==> src/rtl/tsc_ram.sv <==
// generic single-port-write, one-read synchronous ram with registered read
// no dependencies
`timescale 1ns / 1ps
module tsc_ram #(
   parameter int Width = 8,
   parameter int Depth = 64
) (
   input  logic                     clock,
   input  logic                     wr_en,
   input  logic [$clog2(Depth)-1:0] wr_addr,
   input  logic [Width-1:0]         wr_data,
   input  logic [$clog2(Depth)-1:0] rd_addr,
   output logic [Width-1:0]         rd_data
);
   logic [Width-1:0] mem_ff [Depth];
   logic [Width-1:0] rd_data_ff;

   always_ff @(posedge clock) begin
      if (wr_en) begin
         mem_ff[wr_addr] <= wr_data;
      end
      rd_data_ff <= mem_ff[rd_addr];
   end

   assign rd_data = rd_data_ff;
endmodule

==> config.mk <==
export PLATFORM = sky130hd
export DESIGN_NAME = tsc_ram
export DESIGN_NICKNAME = d
export VERILOG_FILES = /design/src/rtl/tsc_ram.sv
export SDC_FILE = /design/constraint.sdc
export NUM_CORES = 1
export LEC_CHECK = 0
export ABC_AREA = 1
export BUFFER_PORTS_ARGS = -buffer_cell sky130_fd_sc_hd__buf_4
export CORE_ASPECT_RATIO = 1.5
export CORE_MARGIN = 2
export CORE_UTILIZATION = 25
export CTS_BUF_LIST = sky130_fd_sc_hd__clkbuf_2
export DETAILED_ROUTE_END_ITERATION = 8
export PLACE_DENSITY = 0.39
export SYNTH_ARGS = -nofsm -noshare
export SYNTH_HDL_FRONTEND = slang
export SYNTH_SLANG_ARGS = --single-unit
==> constraint.sdc <==
create_clock -name clock -period 6.6 [get_ports clock]
set_clock_uncertainty 0.05 [all_clocks]
set_input_delay 0.99 -clock clock [delete_from_list [all_inputs] [get_ports clock]]
set_output_delay 0.99 -clock clock [all_outputs]
set_load 0.01 [all_outputs]
==> results.txt <==
----------------------------------------------------
[Finish]
  Share of cells above drive strength 1 ... 0.124
  Non-filler instance count after layout ... 3095
  Area growth, synth to finish ... 10.2%
  Fraction of the core area covered by cells at the end of the flow ... 0.277
  Total of fill cells in the finished design ... 8866
  Final nets ... 1887

[Pwr]
  Max VDD drop ... 95.6 uV
  Combinational cell fraction of total power ... 0.070
  Leakage power ... 8.37 nW
  Power Internal ... 4.58 mW
  Fraction of power consumed by the clock network ... 0.345
  Switching share of total power ... 0.269
  Pwr Density ... 266 mW/mm^2
  Net switching power figure ... 1.68 mW
  Reg power frac ... 0.585

[Place]
  Routability Congestion ... 0.765
  Post-Place Cells ... 2867
  Total half-perimeter wirelength after legalization and detailed placement ... 35900 um
  Number of buffers inserted by port buffering ... 29
  Setup slack at placement ... 2570 ps

[Logic synthesis]
  Most area-hungry cell type in the Yosys netlist ... edfxtp_1
  Share of the synthesized area in the top cell type ... 0.720
  Synthesized instance count ... 1805
  Net count after synthesis ... 1827
  Top cells by area, synth ... edfxtp_1, nand2_1, nand3_1, buf_6, nor2_1
  Mean area per synthesized cell ... 11.8 sq um
  Flops & latches, synth ... 520
  Synthesis Warnings ... 0
  Cell variety after synth ... 16
  Share of the yosys chip area belonging to registers ... 0.728
  Synthesized area ... 0.0213 sq mm

[Worst setup path]
  Gate family responsible for the most delay along the worst path ... flip-flops
  Maximum fanout along the worst path ... 1
  Endpoint type of the worst setup path ... primary output
  CP arrival ... 1840 ps
  Setup Crit Path Kind ... reg -> out
  Required time of the critical path ... 5560 ps
  Highest-delay cell along the critical path ... dfxtp_1
  Buffers plus inverters on the worst setup path ... 1
  CP Launch Type ... flip-flop
  Cell-by-cell listing of the critical path ... buf_4
  CP max stage delay ... 420 ps

[Clock tree]
  Later-pin clock latency in the skew report ... 1340 ps
  Post-cts repair resize count ... 0
  Clock Pin Slew Worst Setup and Hold Paths ... 110 ps
  Sinks on the clock net ... 520
  Max clock buf depth ... 3
  H-tree levels ... 3
  CTS tree ... built
  Number of CTS-inserted buffers ... 121
  Root buf cell ... clkbuf_2

[Run status]
  Outcome ... complete, no violations

[Run]
  Max-capacitance violation count ... 0

[Route]
  Via-per-instance ratio ... 4.41
  DRC violation total after the first TritonRoute iteration ... 830
  Routed wire length ... 62900 um
  Number of iterations in the first detailed-routing pass ... 4
  Residual DRC ... 0
  Vias post-DR ... 13700
  Wirelength per Cell ... 20.3 um
  Post-detailed-route count of antenna-violating nets ... 0

[Die]
  Initial Utilization ... 0.252
  Die W ... 243 um
  Count of pins on the block boundary ... 30
  Vertical die dimension ... 362 um
  Area of the core ... 0.0847 sq mm
  Die area ... 0.0878 sq mm
  Row Count ... 131

[STA]
  Setup TNS Final ... 0 ps
  Achievable Freq ... 0.347 GHz
  RSZ-0062 raised after global routing ... false
  Setup slack of the critical path after layout ... 3720 ps
  Relative slew slack ... 0.266
  Worst Tran Pin Value ... 1100 ps
  Count of endpoints failing hold in the final timing report ... 0
  Max Slew Vio Count ... 0
  Count of final setup violators ... 0
  Period Utilization, post-route ... 0.437
  Post-route minimum period ... 2880 ps

[Global route]
  Initial antenna violation count ... 3
  Wire length of the first global-routing pass ... 93300 um
  Maximum number of pins on one net before global-route repair ... 155
  Global-route usage over all layers ... 0.144
  Via count of the first global-routing pass ... 13800
  Total overflow reported by the global router ... 0

[Worst hold path]
  Worst min-delay path category ... in -> reg

----------------------------------------------------
routing by layer:
layer	track usage	routed length [um]	share of wire	vias up
met3	0.0269	2700	0.043	98
met5	0	13	0.00021	-
li1	-	-	-	6550
met4	0.0615	2030	0.032	2
met2	0.263	33200	0.53	320
met1	0.163	25000	0.40	6683
area by class of cell:
class                           instances  area, sq um  share of cell area
Antenna cell                            3         7.51            0.000319
Clock buffer                          181          906              0.0385
Clock inverter                         39          233             0.00990
Inverter                               12         58.8             0.00250
Multi-Input combinational cell       1160         4950               0.210
Sequential cell                       520        15500               0.661
Tap cell                             1130         1410              0.0601
Timing Repair Buffer                   50          407              0.0173
cells by family (layout without fill, tap and decap cells):
family	count (synthesis)	after routing	synth area share
AND/OR/NAND/NOR	1160	1160	0.232
flip-flops	520	520	0.728
buffers and inverters	125	282	0.0402
other	0	3	0
synthesized netlist by cell type, drive strengths merged:
cell type    n
buf         98
clkbuf      15
dfxtp        8
edfxtp     512
inv         12
nand2      648
nand3      439
nand4        9
nor2        56
nor4         8
worst reg2reg max path, cell delays in order, from the launching register on:
cell	delay (ps)
edfxtp_1	380
nand2_1	80
nand3_1	90
nand3_1	200
nand2_1	130
nand2_1	80
nand3_1	220
nand3_1	240
nand2_1	80
sequential cells by signal, indices dropped and copies added, names as in the netlist:
register	flops
mem_ff	512
rd_data	8
final timing paths:
check | slack [ps] | cells past startpoint | to | start
hold / removal | 190 | 4 | rd_data[1]$_DFF_P_ | rd_addr[4]
setup reg to reg | 4830 | 8 | rd_data[7]$_DFF_P_ | mem_ff[48][7]$_DFFE_PP_
hold reg to reg | 770 | 8 | rd_data[4]$_DFF_P_ | mem_ff[30][4]$_DFFE_PP_
setup / recovery | 3720 | 1 | rd_data[2] | rd_data[2]$_DFF_P_
cells in the final DEF (no fill, tap or decap), drive strengths merged, types with 5 or more instances in the layout:
| master | instances |
|---|---|
| nand2 | 648 |
| edfxtp | 512 |
| nand3 | 439 |
| clkbuf | 182 |
| nor2 | 56 |
| buf | 44 |
| clkinv | 36 |
| inv | 12 |
| nand4 | 9 |
| nor4 | 8 |
| dfxtp | 8 |
| dlygate4sd3 | 5 |
power by group through the flow:
stage | clock network (mW) | logic (mW) | registers [mW]
final | 2.16 | 0.439 | 3.66
after global routing | 2.41 | 0.489 | 3.66
after CTS | 2.26 | 0.456 | 3.66
after detailed placement | 0 | 0.453 | 3.74
after global placement | 0 | 0.452 | 3.74
after floorplan | 0 | 0.257 | 3.73
what timing repair did:
action                    4_1_cts  5_1_grt
hold buffers                    5        0
setup buffers                   0        0
hold endpoints to repair       38        0
through the flow:
stage | hold WS, ps | instance area, sq um | power, mW
2_1_floorplan | 672 | 21300 | 3.99
6_report | 187 | 23500 | 6.26
4_1_cts | 7.80 | 23500 | 6.38
3_5_place_dp | 740 | 22300 | 4.19
3_3_place_gp | 759 | 22300 | 4.19
5_1_grt | 82.8 | 23500 | 6.56
No activity file was read; power rests on OpenSTA's default activity.
